[src/rtl/vbp_pkg.sv]
// ----------------------------------------------------------------------------
// vbp_pkg
// Shared types and constants of the vertical bit packer: beat layouts,
// lane count and configuration register indexes.
// ----------------------------------------------------------------------------
`default_nettype none

package vbp_pkg;

  // values carried by one input beat, also words carried by one result beat
  localparam int LANES = 4;
  localparam int LIDX = $clog2(LANES);
  localparam int WORD_BITS = 32;
  localparam int WIDTH_BITS = 6;
  localparam int VALID_BITS = 3;
  localparam int HEADER_WORDS = 2;

  // configuration register indexes
  localparam int CFG_INDEX_BITS = 2;
  localparam logic [CFG_INDEX_BITS-1:0] REG_VALUE_COUNT = 2'd0;
  localparam logic [CFG_INDEX_BITS-1:0] REG_VALUE_WIDTH = 2'd1;

  // input beat
  typedef struct packed {
    logic [WORD_BITS-1:0] value_0;
    logic [WORD_BITS-1:0] value_1;
    logic [WORD_BITS-1:0] value_2;
    logic [WORD_BITS-1:0] value_3;
  } item_t;

  // result beat
  typedef struct packed {
    logic [WORD_BITS-1:0]  word_0;
    logic [WORD_BITS-1:0]  word_1;
    logic [WORD_BITS-1:0]  word_2;
    logic [WORD_BITS-1:0]  word_3;
    logic [VALID_BITS-1:0] words_valid;
    logic                  value_too_wide;
    logic                  last_of_run;
  } result_t;

endpackage

`default_nettype wire

[src/rtl/vbp_merge.sv]
// ----------------------------------------------------------------------------
// vbp_merge
// Combines lane contributions that land in the same row, so that each row
// touched by a beat is written once.
// ----------------------------------------------------------------------------
`default_nettype none

module vbp_merge #(
  parameter int AW = 7
) (
  input  logic [AW-1:0]                 row    [vbp_pkg::LANES],
  input  logic [vbp_pkg::WORD_BITS-1:0] word   [vbp_pkg::LANES],
  input  logic                          act    [vbp_pkg::LANES],
  output logic                          keep   [vbp_pkg::LANES],
  output logic [vbp_pkg::WORD_BITS-1:0] merged [vbp_pkg::LANES]
);

  // first active lane of a row keeps the write and collects the others
  always_comb begin
    for (int i = 0; i < vbp_pkg::LANES; i++) begin
      keep[i]   = act[i];
      merged[i] = '0;
      for (int k = 0; k < i; k++) begin
        if (act[k] && (row[k] == row[i])) begin
          keep[i] = 1'b0;
        end
      end
      for (int j = i; j < vbp_pkg::LANES; j++) begin
        if (act[j] && (row[j] == row[i])) begin
          merged[i] = merged[i] | word[j];
        end
      end
    end
  end

endmodule

`default_nettype wire

[config.mk]
export PLATFORM = sky130hd
export DESIGN_NAME = vbp_merge
export DESIGN_NICKNAME = d
export VERILOG_FILES = /design/src/rtl/vbp_pkg.sv /design/src/rtl/vbp_merge.sv
export SDC_FILE = /design/constraint.sdc
export NUM_CORES = 1
export LEC_CHECK = 0
export BUFFER_PORTS_ARGS = -buffer_cell sky130_fd_sc_hd__buf_2
export CORE_AREA = 2 2 114 116
export DETAILED_ROUTE_END_ITERATION = 6
export DIE_AREA = 0 0 116 118
export GPL_TIMING_DRIVEN = 0
export MAX_ROUTING_LAYER = met4
export PLACE_DENSITY = 0.54
export SYNTH_ARGS = -nofsm -noshare
export SYNTH_HDL_FRONTEND = slang
export SYNTH_SLANG_ARGS = --single-unit
[constraint.sdc]
create_clock -name vclk -period 2.3
set_clock_uncertainty 0.05 [all_clocks]
set_input_delay 0.575 -clock vclk [all_inputs]
set_output_delay 0.575 -clock vclk [all_outputs]
set_load 0.05 [all_outputs]
# After elaboration in Yosys (flattened, before gate mapping)
# Index checks and enable logic that the tools add are counted.
# op_classes
n_eq_ne,12
n_bitwise,6
reduce_logical,12
n_mux,16
# op_table
op,count
32-bit 2-to-1 mux,10
32-bit OR,6
7-bit == test,12
1-bit logical AND,12
1-bit 2-to-1 mux,6
# word_totals
register_bits,0
elab_cells,46

# Logic depth before layout (Yosys ltp)
# depth
ltp_word,7
ltp_mapped,6
depth_no_buf,4

# Worst setup path after synthesis
# OpenSTA, ideal clock, no wires.
# synth_timing
path_type,input -> output
start,input port row[1] in the netlist's numbering
end,output port merged[32] in the netlist's numbering
required_time_ns,1.675
path_buffers,1
slack_ns,-0.811
stages,5
arrival_ns,2.486
cell_sequence,xor2_1 > nor4_1 > nand4_1 > clkbuf_1 > o21ai_0
# synth_lines
item,line_no,text
start: declaration,vbp_merge.sv:11,"input logic [AW-1:0] row [vbp_pkg::LANES],"
end: declaration,vbp_merge.sv:15,output logic [vbp_pkg::WORD_BITS-1:0] merged [vbp_pkg::LANES]

==> results.yml <==
status:
  status: "complete, but fails checks"
  violations: "negative setup slack"
synth:
  synth_nets: 569
  synth_warnings: 0
  synth_top_area_cell: "o221ai_1"
  synth_top_area_share_pct: 18.6
  yosysMostFrequentCell: "nand2_1"
  syn_inst: 409
  yosys-top-cells-count: "96 x nand2_1, 52 x o221ai_1, 37 x nor2_1, 35 x inv_1"
  synth_cell_type_count: 26
  syn_area_sq_um: 2440
  avgSynthCellArea_sq_um: 5.98
  synth_area_leaders: "o221ai_1 19%, nand2_1 15%, xor2_1 11%, a32oi_1 7.9%, o21ai_0 6.6%"
  ys_seq_area_share_pct: 0
pwr:
  p_per_area_nw_per_um2: 232
  power_mw: 1.72
  ir_drop_uv: 166
  leakage_nw: 3.27
final_layout:
  regArea_sq_um: 0
  layout.nets: 897
  fin_area_sq_um: 7420
  drive_above_1_share_pct: 67.3
  synthToLayoutAreaGrowth_pct: 204
  instances_no_fill: 908
  n_clock_buffer: 0
  n_sequential_cell: 0
  fin_util_pct: 59.8
worst_hold_path:
  hold_path_class: "in2out"
  hold_start: "word[98]"
  holdPathEnd: "merged[98]"
  holdPathStages: 4
drt:
  wl_per_cell_um: 22.0
  route.detailed.drc: 0
  drtIter0Drc: 233
  vias: 4751
  dr.pass1.iters: 5
  via_per_inst: 5.23
  ant_nets: 0
  routed_wl_um: 19900
floorplanning:
  coreArea_sq_um: 12400
  die_y_um: 118
  die_area_sq_um: 13700
  fp-row-count: 41
  ios: 292
  start_util_pct: 19.7
  dieWidth_um: 116
place:
  port_buffers: 289
  placed_cells_incl_taps: 870
  dp_hpwl_um: 14400
  place_ws_ps: -1080
  gp_congestion: 0.909
  placed_area_sq_um: 5390
worst_setup_path:
  arrival_ps: 2110
  path_max_fanout: 5
  startpoint_type: "input pin"
  worst_setup_path_end_kind: "output pin"
  crit_required_ps: 1670
  worstSetupPathType: "in2out"
global_routing:
  grt_pass1_wl_um: 28700
  antenna_found_initial: 1
  grt_use_total_pct: 28.2
  grt_overflow_total: 0
  grt_pass1_vias: 4902
  grt_max_degree: 11
sta:
  setup_viol: 99
  finalCritPeriodShare_pct: 119
  setup_tns_ps: -35170
  worstMarginPinSlew_ps: 589
  grt_setup_unrepaired: "yes"
  max_freq_mhz: 365
  whs_ps: 1460
  fin_ws_ps: -438
  slew_headroom_pct: 60.7
  min_period_ps: 2740
  hold_viol: 0
  drv_slew: 0
flow_run:
  drv_cap: 0
## timing repair
item / in CTS / in global routing
hold endpoints to repair: 0 / 0
buffers inserted: 20 / 4
endpoints found under the setup margin: 128 / 111
hold buffers: 0 / 0
gates cloned: 13 / 0
gates resized for setup: 341 / 63
pin swaps: 55 / 22
## cell usage in the layout, fill, tap and decap left out, drive strengths merged, types with 7 or more instances in the layout
| cell | instances |
|---|---|
| o221ai | 62 |
| a31oi | 11 |
| nor2 | 37 |
| inv | 35 |
| nor4 | 7 |
| a32oi | 22 |
| nand2 | 96 |
| o21ai | 32 |
| xor2 | 32 |
| clkbuf | 41 |
| xnor2 | 10 |
| buf | 324 |
| and2 | 12 |
## cells by family (layout without fill, tap and decap cells)
| kind of cell | count (synthesis) | after routing | share of synthesized area (%) |
|---|---|---|---|
| xor gates and xnor gates | 42 | 42 | 15.0 |
| buffers and inverters | 75 | 401 | 12.6 |
| other | 0 | 1 | 0 |
| AOI/OAI and AO/OA | 132 | 132 | 43.8 |
| and+or+nand+nor | 160 | 160 | 28.6 |
## routing by layer
layer | global-route usage [%] | routed length [um] | vias up
met5 | - | 0 | -
met4 | 4.39 | 260 | 0
met3 | 1.54 | 1060 | 21
met2 | 51.1 | 10700 | 240
met1 | 34.6 | 7920 | 2312
li1 | - | - | 2178
## area by class of cell
| class | count | area, sq um |
|---|---|---|
| fillers | 1066 | 4990 |
| well taps | 172 | 215 |
| inverters | 35 | 131 |
| repair buffers | 326 | 2830 |
| multi-input cells | 334 | 3700 |
| plain buffers | 40 | 539 |
| diodes | 1 | 2.50 |
## critical path, stage by stage
cell and delay [ps]:
buf_12 110, xor2_4 170, nor4_4 260, buf_4 180, nand3b_4 130, buf_6 160
clkbuf_16 160, o221ai_4 160, buf_6 190
## worst max path at each step
stage	from	end	slack, ps	cells after the start
2_1_floorplan	row[1]	merged[32]	-560	5
3_3_place_gp	row[8]	merged[65]	-1040	7
3_5_place_dp	row[8]	merged[65]	-1080	7
4_1_cts	row[24]	merged[105]	-460	9
5_1_grt	row[25]	merged[125]	-510	8
6_report	row[25]	merged[105]	-440	9
## report_power, final
group          switching, mW  internal (mW)    total (mW)
Clock                      0   0.0000000581  0.0000000581
Combinational           1.09          0.630          1.72
Sequential                 0              0             0
Total                   1.09          0.630          1.72
No activity file was read; power rests on OpenSTA's default activity.
