## config.mk

```make
export PLATFORM = sky130hd
export DESIGN_NAME = vbp_lane
export DESIGN_NICKNAME = d
export VERILOG_FILES = /design/src/rtl/vbp_pkg.sv /design/src/rtl/vbp_lane.sv
export SDC_FILE = /design/constraint.sdc
export NUM_CORES = 1
export LEC_CHECK = 0
export BUFFER_PORTS_ARGS = -buffer_cell sky130_fd_sc_hd__buf_2
export CAP_MARGIN = 30
export CORE_MARGIN = 4
export CORE_UTILIZATION = 52
export DETAILED_ROUTE_END_ITERATION = 6
export PLACE_DENSITY = 0.95
export RECOVER_POWER = 100
export SETUP_SLACK_MARGIN = 0.02
export SYNTH_ARGS = -nofsm -noshare
export SYNTH_HDL_FRONTEND = slang
export SYNTH_SLANG_ARGS = --single-unit
```

## constraint.sdc

```tcl
create_clock -name vclk -period 6.9
set_input_delay 0.345 -clock vclk [all_inputs]
set_output_delay 0.345 -clock vclk [all_outputs]
set_load 0.02 [all_outputs]
```

## src/rtl/vbp_pkg.sv

```systemverilog
// ----------------------------------------------------------------------------
// vbp_pkg
// Shared types and constants of the vertical bit packer: beat layouts,
// lane count and configuration register indexes.
// ----------------------------------------------------------------------------
`default_nettype none

package vbp_pkg;

  // values carried by one input beat, also words carried by one result beat
  localparam int LANES = 4;
  localparam int LIDX = $clog2(LANES);
  localparam int WORD_BITS = 32;
  localparam int WIDTH_BITS = 6;
  localparam int VALID_BITS = 3;
  localparam int HEADER_WORDS = 2;

  // configuration register indexes
  localparam int CFG_INDEX_BITS = 2;
  localparam logic [CFG_INDEX_BITS-1:0] REG_VALUE_COUNT = 2'd0;
  localparam logic [CFG_INDEX_BITS-1:0] REG_VALUE_WIDTH = 2'd1;

  // input beat
  typedef struct packed {
    logic [WORD_BITS-1:0] value_0;
    logic [WORD_BITS-1:0] value_1;
    logic [WORD_BITS-1:0] value_2;
    logic [WORD_BITS-1:0] value_3;
  } item_t;

  // result beat
  typedef struct packed {
    logic [WORD_BITS-1:0]  word_0;
    logic [WORD_BITS-1:0]  word_1;
    logic [WORD_BITS-1:0]  word_2;
    logic [WORD_BITS-1:0]  word_3;
    logic [VALID_BITS-1:0] words_valid;
    logic                  value_too_wide;
    logic                  last_of_run;
  } result_t;

endpackage

`default_nettype wire

```

## src/rtl/vbp_lane.sv

```systemverilog
// ----------------------------------------------------------------------------
// vbp_lane
// One packing lane: masks its value, checks it against the width, shifts it
// into its slot and hands the row/slot of the following position onward.
// ----------------------------------------------------------------------------
`default_nettype none

module vbp_lane #(
  parameter int AW = 7,
  parameter int RW = 8
) (
  input  logic [AW-1:0]                 row_in,
  input  logic [AW-1:0]                 slot_in,
  input  logic [RW-1:0]                 rows,
  input  logic [4:0]                    width,
  input  logic [vbp_pkg::WORD_BITS-1:0] mask,
  input  logic [vbp_pkg::WORD_BITS-1:0] value,
  input  logic                          active,
  output logic [AW-1:0]                 row_next,
  output logic [AW-1:0]                 slot_next,
  output logic [vbp_pkg::WORD_BITS-1:0] word,
  output logic                          too_wide
);

  logic [RW-1:0] row_inc;
  logic          wrap;
  logic [9:0]    prod;
  logic [4:0]    shift;

  // step to the next position: next row, wrapping into the next slot
  assign row_inc   = RW'(row_in) + RW'(1);
  assign wrap      = (row_inc == rows);
  assign row_next  = wrap ? '0 : row_inc[AW-1:0];
  assign slot_next = wrap ? slot_in + AW'(1) : slot_in;

  // bit offset is width * slot modulo the word size
  assign prod  = {5'b0, width} * {5'b0, slot_in[4:0]};
  assign shift = prod[4:0];

  // masked and placed value
  assign word     = active ? ((value & mask) << shift) : '0;
  assign too_wide = active && (|(value & ~mask));

endmodule

`default_nettype wire

```

* After elaboration in Yosys (flattened, before gate mapping)
Cells that the tools add are included.
Cells by class: shifts and indexed selects 1, reduce and logical (&&, ||, !) cells 2, multipliers 1, multiplexer cells 3, bitwise logic cells 3, equal/unequal tests 1, add/subtract/negate cells 2
Operator list (count):
- 32-bit AND | 2
- 32-bit two-way mux | 1
- 32-bit inverter | 1
- 32-bit OR reduction | 1
- 32-bit by 5-bit left shift with 32-bit output | 1
- 7-bit two-way mux | 2
- 7-bit by 1-bit adder with 8-bit output, second input constant | 1
- 8-bit == test | 1
- 7-bit by 1-bit adder with 7-bit output, second input constant | 1
- 5-bit by 5-bit multiplier with 5-bit output | 1
- 1-bit logical AND | 1
Storage, ports and cells: register bits after elaboration 0, word-level logic and storage cells 13

* Logic depth before layout (Yosys ltp)
word-level depth 4, gate-level depth with buffers 12

* Worst setup path after synthesis
OpenSTA, ideal clock, no wires.
kind input -> output, from input slot_in[3], to output word[0] (netlist name), stages 12, buffers on the path 0, slack 2.613 ns, data required time 6.555 ns, arrival time 3.942 ns, cells stage by stage and2_1 ha_1 ha_1 inv_1 fa_1 fa_1 xor2_1 xnor3_1 xnor3_2 and2b_1 nand2_1 nor4_1
Between the ends: longest elaborated chain between the ends 3
Ends and longest elaborated chain:
- start: declaration | RTL line vbp_lane.sv:13 | input logic [AW-1:0] slot_in,
- 5-bit by 5-bit multiplier with 5-bit output | RTL line vbp_lane.sv:37 | assign prod = {5'b0, width} * {5'b0, slot_in[4:0]};
- 32-bit by 5-bit left shift with 32-bit output | RTL line vbp_lane.sv:41 | assign word = active ? ((value & mask) << shift) : '0;
- 32-bit two-way mux | RTL line vbp_lane.sv:41
- end: declaration | RTL line vbp_lane.sv:21 | output logic [vbp_pkg::WORD_BITS-1:0] word,
No other way between the ends.

* Final worst setup path
from input slot_in[3], to output word[30] (netlist name)
The elaborated chain is that of the path after synthesis.

==> out/metrics.json <==
{
  "global_route": {
    "grt_pass1_wl_um": 15130,
    "met1_usage": 0.3340,
    "via_count_of_the_first_global_routing_pass": 3454,
    "grt.busiest_layer": "met2",
    "global_route.overflow_total": 0,
    "grt.total_usage": 0.2859,
    "antenna_found_initial": 0,
    "grt_start_max_net_pins": 33,
    "grtUsageMet2": 0.5184,
    "grt_util_met3": 0.03386
  },
  "run": {
    "drv.max_cap_violation_count": 0
  },
  "critical_path": {
    "cp.arrival_ns": 4.42,
    "timing.critical_path.from_type": "input port",
    "crit_path_max_fanout": 23,
    "critPathKind": "in -> out",
    "worst-endpoint-required_ns": 6.55,
    "crit_start": "slot_in[3]",
    "critPathCaptureType": "primary output"
  },
  "clock_tree": {
    "postCtsResizedCells": 0,
    "cts_setup_buffers": 0,
    "post_cts_hold_buffer_count": 0
  },
  "synth": {
    "yosysWarnings": 0,
    "synth_area_per_cell_um2": 6.523,
    "sequential_fraction_of_the_synthesis_area": 0,
    "syn-cell-area_mm2": 0.002661,
    "synth_top_cells_by_count": "50 x o22ai_1, 45 x mux2i_1, 44 x nand2_1",
    "yosys.cell_types.count": 46,
    "postSynthNetCount": 511,
    "synth_cells": 408,
    "yosysTopAreaCellShare": 0.1693,
    "netlist_top_cells_area": "mux2i_1 17%, o22ai_1 12%, nand2_1 6.2%, nor2_1 5.9%, inv_1 5.5%",
    "yosys_top_cell_by_area": "mux2i_1",
    "post-synth-top-count-cell": "o22ai_1"
  },
  "pwr": {
    "fin_total_pwr_w": 0.0004915,
    "max-vdd-ir-drop_mv": 0.09409,
    "total_leakage_power_nw": 1.657,
    "power_per_cell_area_mw_per_mm2": 147.2
  },
  "timing": {
    "setup_tns_ns": 0,
    "rsz0062_at_grt": "false",
    "maxSlewViolCount": 0,
    "max_freq_ghz": 0.2100,
    "fin_crit_sh": 0.6902,
    "final-setup-viol-count": 0,
    "worstMarginPinSlew_ns": 0.7921,
    "finalWorstSetupSlack_ns": 2.138,
    "slew_headroom": 0.4719,
    "final-hold-violation-count": 0,
    "final.hold.worst_slack_ns": 0.9978,
    "timing.final.crit_period_ns": 4.762
  },
  "floorplan": {
    "ioPinCount": 139,
    "coreArea_mm2": 0.004848,
    "fp.dieH_um": 79.54,
    "die_area_mm2": 0.006327,
    "chipWidth_um": 79.54,
    "initial_utilization": 0.5489,
    "rows": 25
  },
  "drt": {
    "postRouteWirelength_um": 9897,
    "final_antenna_net_count": 0,
    "drtPass1Iterations": 5,
    "routed-via-count": 3731,
    "vias_per_cell": 6.292,
    "remaining_drc_errors": 0,
    "dr.first_iter.drc_count": 359,
    "wire_per_inst_um": 16.69
  },
  "hold_path": {
    "hold_path_class": "in -> out",
    "hold_path.startpoint": "slot_in[6]"
  },
  "placement": {
    "dp_hpwl_um": 8119,
    "numPortBuffers": 139,
    "preCtsSetupSlack_ns": 2.224,
    "globalplace.congestion": 1.026,
    "placedCellCount": 592
  },
  "layout": {
    "final_cell_count_no_fill": 593,
    "layout.area.seq_um2": 0,
    "seq_cells": 0,
    "area_growth_syn_to_layout_pct": 25.43,
    "clockBufferCount": 0,
    "fillers": 433,
    "final_layout_size_suffix_gt1_frac": 0.2091,
    "antenna-diode-count": 0,
    "layout.nets": 631
  },
  "status": {
    "status": "finished clean"
  }
}
-- worst paths after layout --
check	end	slack, ns	depth (start not counted)
max	word[30]	2.14	13
min	slot_next[6]	1.0	3
-- routing by layer --
| layer | up-vias | routed length [µm] |
|---|---|---|
| met1 | 1694 | 3687 |
| met3 | 50 | 987 |
| met4 | 0 | 477 |
| met5 | - | 0 |
| li1 | 1720 | - |
| met2 | 267 | 4745 |
-- cell families (layout without fill, tap and decap cells) --
group                      count (synthesis)  after routing  share of synthesized area
AOI/OAI and AO/OA                         98             98                     0.2398
xor gates and xnor gates                  23             23                    0.09168
adders and majority gates                 11             11                    0.06018
buffers and inverters                     64            182                    0.09591
muxes                                     53             53                     0.2243
and+or+nand+nor                          159            159                     0.2882
-- worst max-delay path, stage by stage --
cell and delay, ns:
buf_2 0.14, and2_1 0.16, ha_1 0.29, ha_1 0.29, inv_1 0.05, fa_1 0.54
fa_1 0.46, xor2_1 0.18, xnor3_1 0.32, xnor3_2 0.41, nand2b_1 0.52, o32ai_1 0.43
clkbuf_1 0.27
-- per-stage QoR --
stage / util / instance area [µm²]
floorplan: - / 2661
global placement: 0.6903 / 3347
detailed placement: 0.6960 / 3374
CTS: 0.6960 / 3374
global route: 0.6885 / 3338
finish: 0.6885 / 3338
-- layout by cell type (no fill, tap or decap), types with 5 or more instances in the layout --
master,n
a21oi_1,11
nand4_1,6
o22ai_1,50
xnor2_1,15
xor2_1,5
inv_1,39
and2_1,16
ha_1,8
o32ai_1,5
mux4_2,5
mux2i_1,45
clkbuf_1,45
o21ai_0,14
nor2_1,42
and3_1,6
nand2_1,44
buf_2,94
nand3_1,14
nor3_1,9
-- power by group --
| part | internal [W] | switching (W) |
|---|---|---|
| logic | 0.000182 | 0.000309 |
| registers | 0 | 0 |
| clock network | 0 | 0 |
-- cell type report --
class / count / area (µm²) / area share
Multi-Input combinational cell: 344 / 2399 / 0.7185
Timing Repair Buffer: 143 / 709.4 / 0.2125
Inverter: 39 / 146.4 / 0.04385
Tap cell: 67 / 83.83 / 0.02511
Note: power is estimated with default switching activity, not from simulation.
