## src/rtl/vbp_div.sv

```systemverilog
// ----------------------------------------------------------------------------
// vbp_div
// Restoring divider, one quotient bit per cycle. Recovers row and slot of the
// current block position when the row count changes inside a block.
// ----------------------------------------------------------------------------
`default_nettype none

module vbp_div #(
  parameter int NW = 7,
  parameter int DW = 8
) (
  input  logic          clk,
  input  logic          rst,
  input  logic          go,
  input  logic [NW-1:0] num,
  input  logic [DW-1:0] den,
  output logic          done,
  output logic [NW-1:0] quo,
  output logic [DW-1:0] rem
);

  localparam int CW = $clog2(NW + 1);

  logic          run;
  logic [CW-1:0] cnt;
  logic [NW-1:0] nsh;
  logic [DW:0]   trial;
  logic          ge;

  // trial subtraction of the next numerator bit
  assign trial = {rem, nsh[NW-1]};
  assign ge    = (trial >= {1'b0, den});

  always_ff @(posedge clk) begin
    if (rst) begin
      run  <= 1'b0;
      done <= 1'b0;
      cnt  <= '0;
    end else begin
      // done pulses with the last quotient bit
      done <= !go && run && (cnt == CW'(1));
      if (go) begin
        run <= 1'b1;
        cnt <= CW'(NW);
        nsh <= num;
        rem <= '0;
        quo <= '0;
      end else if (run) begin
        rem <= ge ? DW'(trial - {1'b0, den}) : trial[DW-1:0];
        quo <= {quo[NW-2:0], ge};
        nsh <= nsh << 1;
        cnt <= cnt - CW'(1);
        if (cnt == CW'(1)) begin
          run <= 1'b0;
        end
      end
    end
  end

endmodule

`default_nettype wire

```

## config.mk

```make
export PLATFORM = sky130hd
export DESIGN_NAME = vbp_div
export DESIGN_NICKNAME = d
export VERILOG_FILES = /design/src/rtl/vbp_div.sv
export SDC_FILE = /design/constraint.sdc
export NUM_CORES = 1
export LEC_CHECK = 0
export BUFFER_PORTS_ARGS = -buffer_cell sky130_fd_sc_hd__buf_2
export CORE_UTILIZATION = 24
export DETAILED_ROUTE_END_ITERATION = 12
export PLACE_DENSITY = 0.41
export SYNTH_ARGS = -nofsm -noshare
export SYNTH_HDL_FRONTEND = slang
export SYNTH_SLANG_ARGS = --single-unit
```

## constraint.sdc

```tcl
create_clock -name clk -period 7.4 [get_ports clk]
set_clock_uncertainty 0.2 [all_clocks]
set_input_delay 1.11 -clock clk [delete_from_list [all_inputs] [get_ports clk]]
set_output_delay 1.11 -clock clk [all_outputs]
set_load 0.005 [all_outputs]
```

[After elaboration in Yosys (flattened, before gate mapping)]
Index checks and enable logic that the tools add are counted.
Word-level totals
  output and inout bits: 16
  flip-flop bits (word level): 27
  word-level logic and storage cells: 26
Cells by class
  mux-type cells: 10
  reduce and logical (&&, ||, !) cells: 5
  $add $sub $neg: 2
  bitwise logic cells: 1
  eq/ne operators: 1
  magnitude comparators: 1
Operator list (number)
  $mux 7: 3
  $mux 8: 2
  $ge 9x8->1: 1
  $sub 8x8->8: 1
  $mux 3: 2
  $eq 3x1->1 const B: 1
  $mux 1: 3
  $sub 3x1->3 const B: 1
  $logic_and 1x1->1: 2
  $reduce_and 2->1: 1
  $reduce_bool 2->1: 1
  $logic_not 1->1: 1
  $not 1->1: 1

[Logic depth before layout (Yosys ltp)]
  depth in word-level cells: 4
  mapped depth: 8

[Worst setup path after synthesis]
No wires, ideal clock.
  path type: input-to-reg
  start: input go
  end: register nsh[0] (enable)
  required time: 6799 ps
  path slack: 4190 ps
  data arrival time: 2609 ps
  library setup time: 401 ps
  cell stages on the path: 4
  path buffers: 2
  cells stage by stage: buf_2 > clkbuf_1 > nor2_1 > nor2_1
Between the ends
  word-level cells in the longest chain between the ends: 2
RTL lines
  start, declared: line 14  | input logic go,
  $reduce_bool 2->1 (no line)
  $reduce_and 2->1 (no line)
  end signal, assigned: line 45  | nsh <= num;
  end signal, assigned: line 51  | nsh <= nsh << 1;
  end, declared: line 26  | logic [NW-1:0] nsh;
Every way passes these cells.
A chain may end at the register's enable or synchronous reset.

[Worst setup path after layout]
  start: input go
  end: register rem[1] (enable)
Between the ends
  word-level cells in the longest chain between the ends: 2
RTL lines
  $reduce_bool 2->1 (no line)
  $reduce_and 2->1 (no line)
  end signal, assigned: line 49  | rem <= ge ? DW'(trial - {1'b0, den}) : trial[DW-1:0];
  end, declared: line 19  | output logic [DW-1:0] rem
Every way passes these cells.

==> reports/qor.tcl <==
set qor(worstPathRequired_ps) 7100
set qor(track_usage_pct) 9.233
set qor(irDropWorstVdd_v) 0.00008746
set qor(clock_tree_from_tritoncts) {done}
set qor(detail_route.wl_per_cell_um) 12.41
set qor(hold_path_startpoint) {nsh[2]$_DFFE_PP_}
set qor(pin_count_of_the_biggest_net_entering_global_routing) 28
set qor(filler_cell_count) 663
set qor(critical_path.startpoint_type) {primary input}
set qor(number_of_buffers_created_by_cts) 3
set qor(design.portCount) 34
set qor(hold-worst-slack_ps) 340.0
set qor(path_max_fanout) 27
set qor(timing.setup.critical_path_class) {primary input to flip-flop}
set qor(critical-path-top-delay-family) {simple AND/OR/NAND/NOR gates}
set qor(clk-insertion-delay-late_ps) 270
set qor(sw_frac_of_total_pct) 28.91
set qor(globalplace.congestion) 0.7021
set qor(max_stage_delay_ps) 840
set qor(power_density_nw_per_um2) 191.7
set qor(violated_checks) {DRC}
set qor(detailed_place.area_sq_um) 1867
set qor(endpoint_of_the_most_critical_register_to_register_path) {rem[5]$_SDFFCE_PP0P_}
set qor(first_pass_grt_wire_length_um) 5271
set qor(drc_errors_left) 2
set qor(setup_viol) 0
set qor(post_synthesis_instance_area_sq_um) 1615
set qor(postCtsResizedCells) 0
set qor(max_transition_margin_pct) 28.19
set qor(place_ws_ps) 4237
set qor(outcome) {complete, but fails checks}
set qor(num_antenna_cells) 0
set qor(syn_nets) 173
set qor(max_cap_viol_count) 0
set qor(yosys_cell_types) 49
set qor(drt_pass1_iterations) 8
set qor(hold_class) {flip-flop to flip-flop}
set qor(crit_path_end_kind) {flip-flop}
set qor(rrSetupSlack_ps) 5080
set qor(grt_antenna_before_repair) 0
set qor(clock_root_buffer) {sky130_fd_sc_hd__clkbuf_8}
set qor(start_util_pct) 25.15
set qor(hold_buffers) 0
set qor(rows) 29
set qor(ctsLongestPathBuffers) 2
set qor(final.setup.tns_ps) 0
set qor(syn_to_final_growth_pct) 18.44
set qor(core-area_sq_um) 6422
set qor(synthCells) 144
set qor(p_sw_mw) 0.1060
set qor(sequentialPowerShare_pct) 50.9
set qor(fin_cells) 255
set qor(fraction_of_the_cycle_the_final_worst_path_needs_pct) 37.96
set qor(first_global_vias) 1154
set qor(ctsHtreeMaxLevel) 1
set qor(synth_seq_area_share_pct) 47.10
set qor(timing.final.hold_violations) 0
set qor(ff2ff_path_depth) 5
set qor(hold_path_end) {nsh[3]$_DFFE_PP_}
set qor(die_w_um) 84.04
set qor(holdPathStages) 1
set qor(total_number_of_nets_in_the_final_design) 208
set qor(clk_pin_slew_worst_paths_ps) 90
set qor(post_drt_via_cell_ratio) 4.565
set qor(power.share.combinational_pct) 26.2
set qor(total_of_buffers_placed_on_input_and_output_ports) 33
set qor(die-height_um) 84.04
set qor(synth.yosys.warnings) 0
set qor(crit_arrival_ps) 2510
set qor(drt_iter0_markers) 32
set qor(wirelength_um) 3164
set qor(final_critical_path_setup_slack_ps) 4591
set qor(postSynthRegisterBits) 27
set qor(clock_sinks) 27
set qor(syn_avg_cell_area_sq_um) 11.22
set qor(leakage_nw) 0.7776
set qor(drtAntennaViolNets) 0
set qor(worstReg2RegStart) {rem[5]$_SDFFCE_PP0P_}
set qor(grt_remaining_overflow) 0
set qor(worstPathBufferInverterCount) 1
set qor(final-max-slew-violation-count) 0
set qor(layout-drive-gt1-share_pct) 28.09
set qor(clock_power_share_pct) 22.9
set qor(grt_setup_unrepaired) {false}
set qor(die_area_sq_um) 7063
set qor(cell_internal_pwr_mw) 0.2607
set qor(cts_setup_buffers) 0
set qor(routed-via-count) 1164
set qor(detailedPlacementHpwl_um) 2455
set qor(tightest_slew_ps) 1076
set qor(fmax_mhz) 356.0
set qor(crit_path_cell_trace) {buf_2, nor2_1, nor2_2}
set qor(placed_cells_incl_taps) 251
set qor(final_cell_area_excluding_filler_cells_sq_um) 1913
set qor(post-route-min-period_ps) 2809
set qor(cpMaxStageDelayCell) {sky130_fd_sc_hd__nor2_2}
-- logic make-up after synthesis --
| logic type | Yosys count | synth area share [%] |
|---|---|---|
| simple gates | 45 | 15.96 |
| compound gates | 37 | 18.59 |
| flops | 27 | 47.10 |
| xor+xnor | 3 | 1.627 |
| fa+ha+maj | 11 | 8.985 |
| mux | 6 | 4.183 |
| buf+inv | 15 | 3.562 |
-- power by group through the flow --
stage / combinational, mW / sequential [mW] / clock, mW
after global placement: 0.0960 / 0.191 / 0
after detailed placement: 0.0971 / 0.191 / 0
after floorplan: 0.0704 / 0.189 / 0
final: 0.0960 / 0.187 / 0.0839
after CTS: 0.0975 / 0.187 / 0.0862
after global routing: 0.109 / 0.189 / 0.0924
-- layer usage --
metal / global-route usage [%] / part of all wire, % / vias to the layer above
li1: - / - / 602
met1: 11.66 / 47 / 530
met2: 15.42 / 47 / 28
met4: 1.881 / 0.73 / 0
met3: 2.967 / 5.4 / 4
met5: 0 / 0 / -
-- Yosys cell counts, drive strengths merged --
library cell	number	area [sq um]
o31a	1	8.760
a211oi	4	42.54
mux2	6	67.56
xor2	1	8.760
dfxtp	5	100.1
nor2	11	41.29
o31ai	1	21.27
a31oi	1	21.27
and3	2	13.77
nor2b	10	70.06
nand2b	1	6.260
o21a	2	15.01
clkbuf	1	3.750
or3	1	6.260
ha	10	125.1
a31o	1	17.52
and2	3	18.77
a2111oi	1	8.760
nor3b	1	7.510
a21o	1	7.510
o32a	1	10.01
nand3	6	35.03
a21oi	11	58.81
nand2	3	11.26
and2b	1	7.510
xnor2	2	17.52
o211a	1	10.01
inv	12	45.04
a211o	1	8.760
buf	2	8.750
o21ai	6	30.02
and4b	1	10.01
nor3	5	30.03
o311ai	2	17.52
a311oi	1	8.760
fa	1	20.02
edfxtp	22	660.6
o22ai	1	6.260
o211ai	1	7.510
-- metrics by stage --
stage | power [mW] | utilization (%)
floorplan | 0.2596 | -
global placement | 0.2866 | 29.07
detailed placement | 0.2877 | 29.07
CTS | 0.3710 | 29.79
global route | 0.3899 | 29.79
finish | 0.3668 | 29.79
-- worst register-to-register path, cell delays in order, from the launching register on --
cell	delay (ps)
sky130_fd_sc_hd__edfxtp_1	450
sky130_fd_sc_hd__ha_1	380
sky130_fd_sc_hd__a21o_1	260
sky130_fd_sc_hd__a211o_1	440
sky130_fd_sc_hd__o22ai_1	240
sky130_fd_sc_hd__a21oi_1	90
-- layout by cell type, fill, tap and decap left out, types with 4 or more instances in the layout --
master,netlist,routed
sky130_fd_sc_hd__buf_2,1,33
sky130_fd_sc_hd__edfxtp_1,22,22
sky130_fd_sc_hd__inv_1,12,12
sky130_fd_sc_hd__nor2_1,11,10
sky130_fd_sc_hd__a21oi_1,10,10
sky130_fd_sc_hd__ha_1,10,10
sky130_fd_sc_hd__nor2b_1,9,9
sky130_fd_sc_hd__nand3_1,5,5
sky130_fd_sc_hd__dfxtp_1,5,5
sky130_fd_sc_hd__nor3_1,4,4
-- worst max path at each step --
stage | startpoint | end | slack (ps) | depth (start not counted)
final | go | rem[1]$_SDFFCE_PP0P_ | 4590 | 3
after detailed placement | go | nsh[5]$_DFFE_PP_ | 4240 | 3
after global routing | go | rem[4]$_SDFFCE_PP0P_ | 4450 | 3
after CTS | go | rem[6]$_SDFFCE_PP0P_ | 4550 | 3
after global placement | go | nsh[4]$_DFFE_PP_ | 4270 | 3
after floorplan | go | nsh[0]$_SDFFCE_PN0P_ | 4190 | 4
-- state kept, by name, summed over array words and instances (netlist names) --
register	cells
cnt	3
done	1
nsh	7
quo	7
rem	8
run	1
-- layout make-up --
class / count / area (sq um) / area share, %
repair buffers: 33 / 165.2 / 8.633
multi-input cells: 102 / 799.5 / 41.79
inverters: 12 / 45.04 / 2.354
flip-flops and latches: 27 / 760.7 / 39.76
clock buffers: 3 / 41.29 / 2.158
well taps: 77 / 96.34 / 5.036
clock inverters: 1 / 5.005 / 0.2616
No activity file was read; power rests on OpenSTA's default activity.
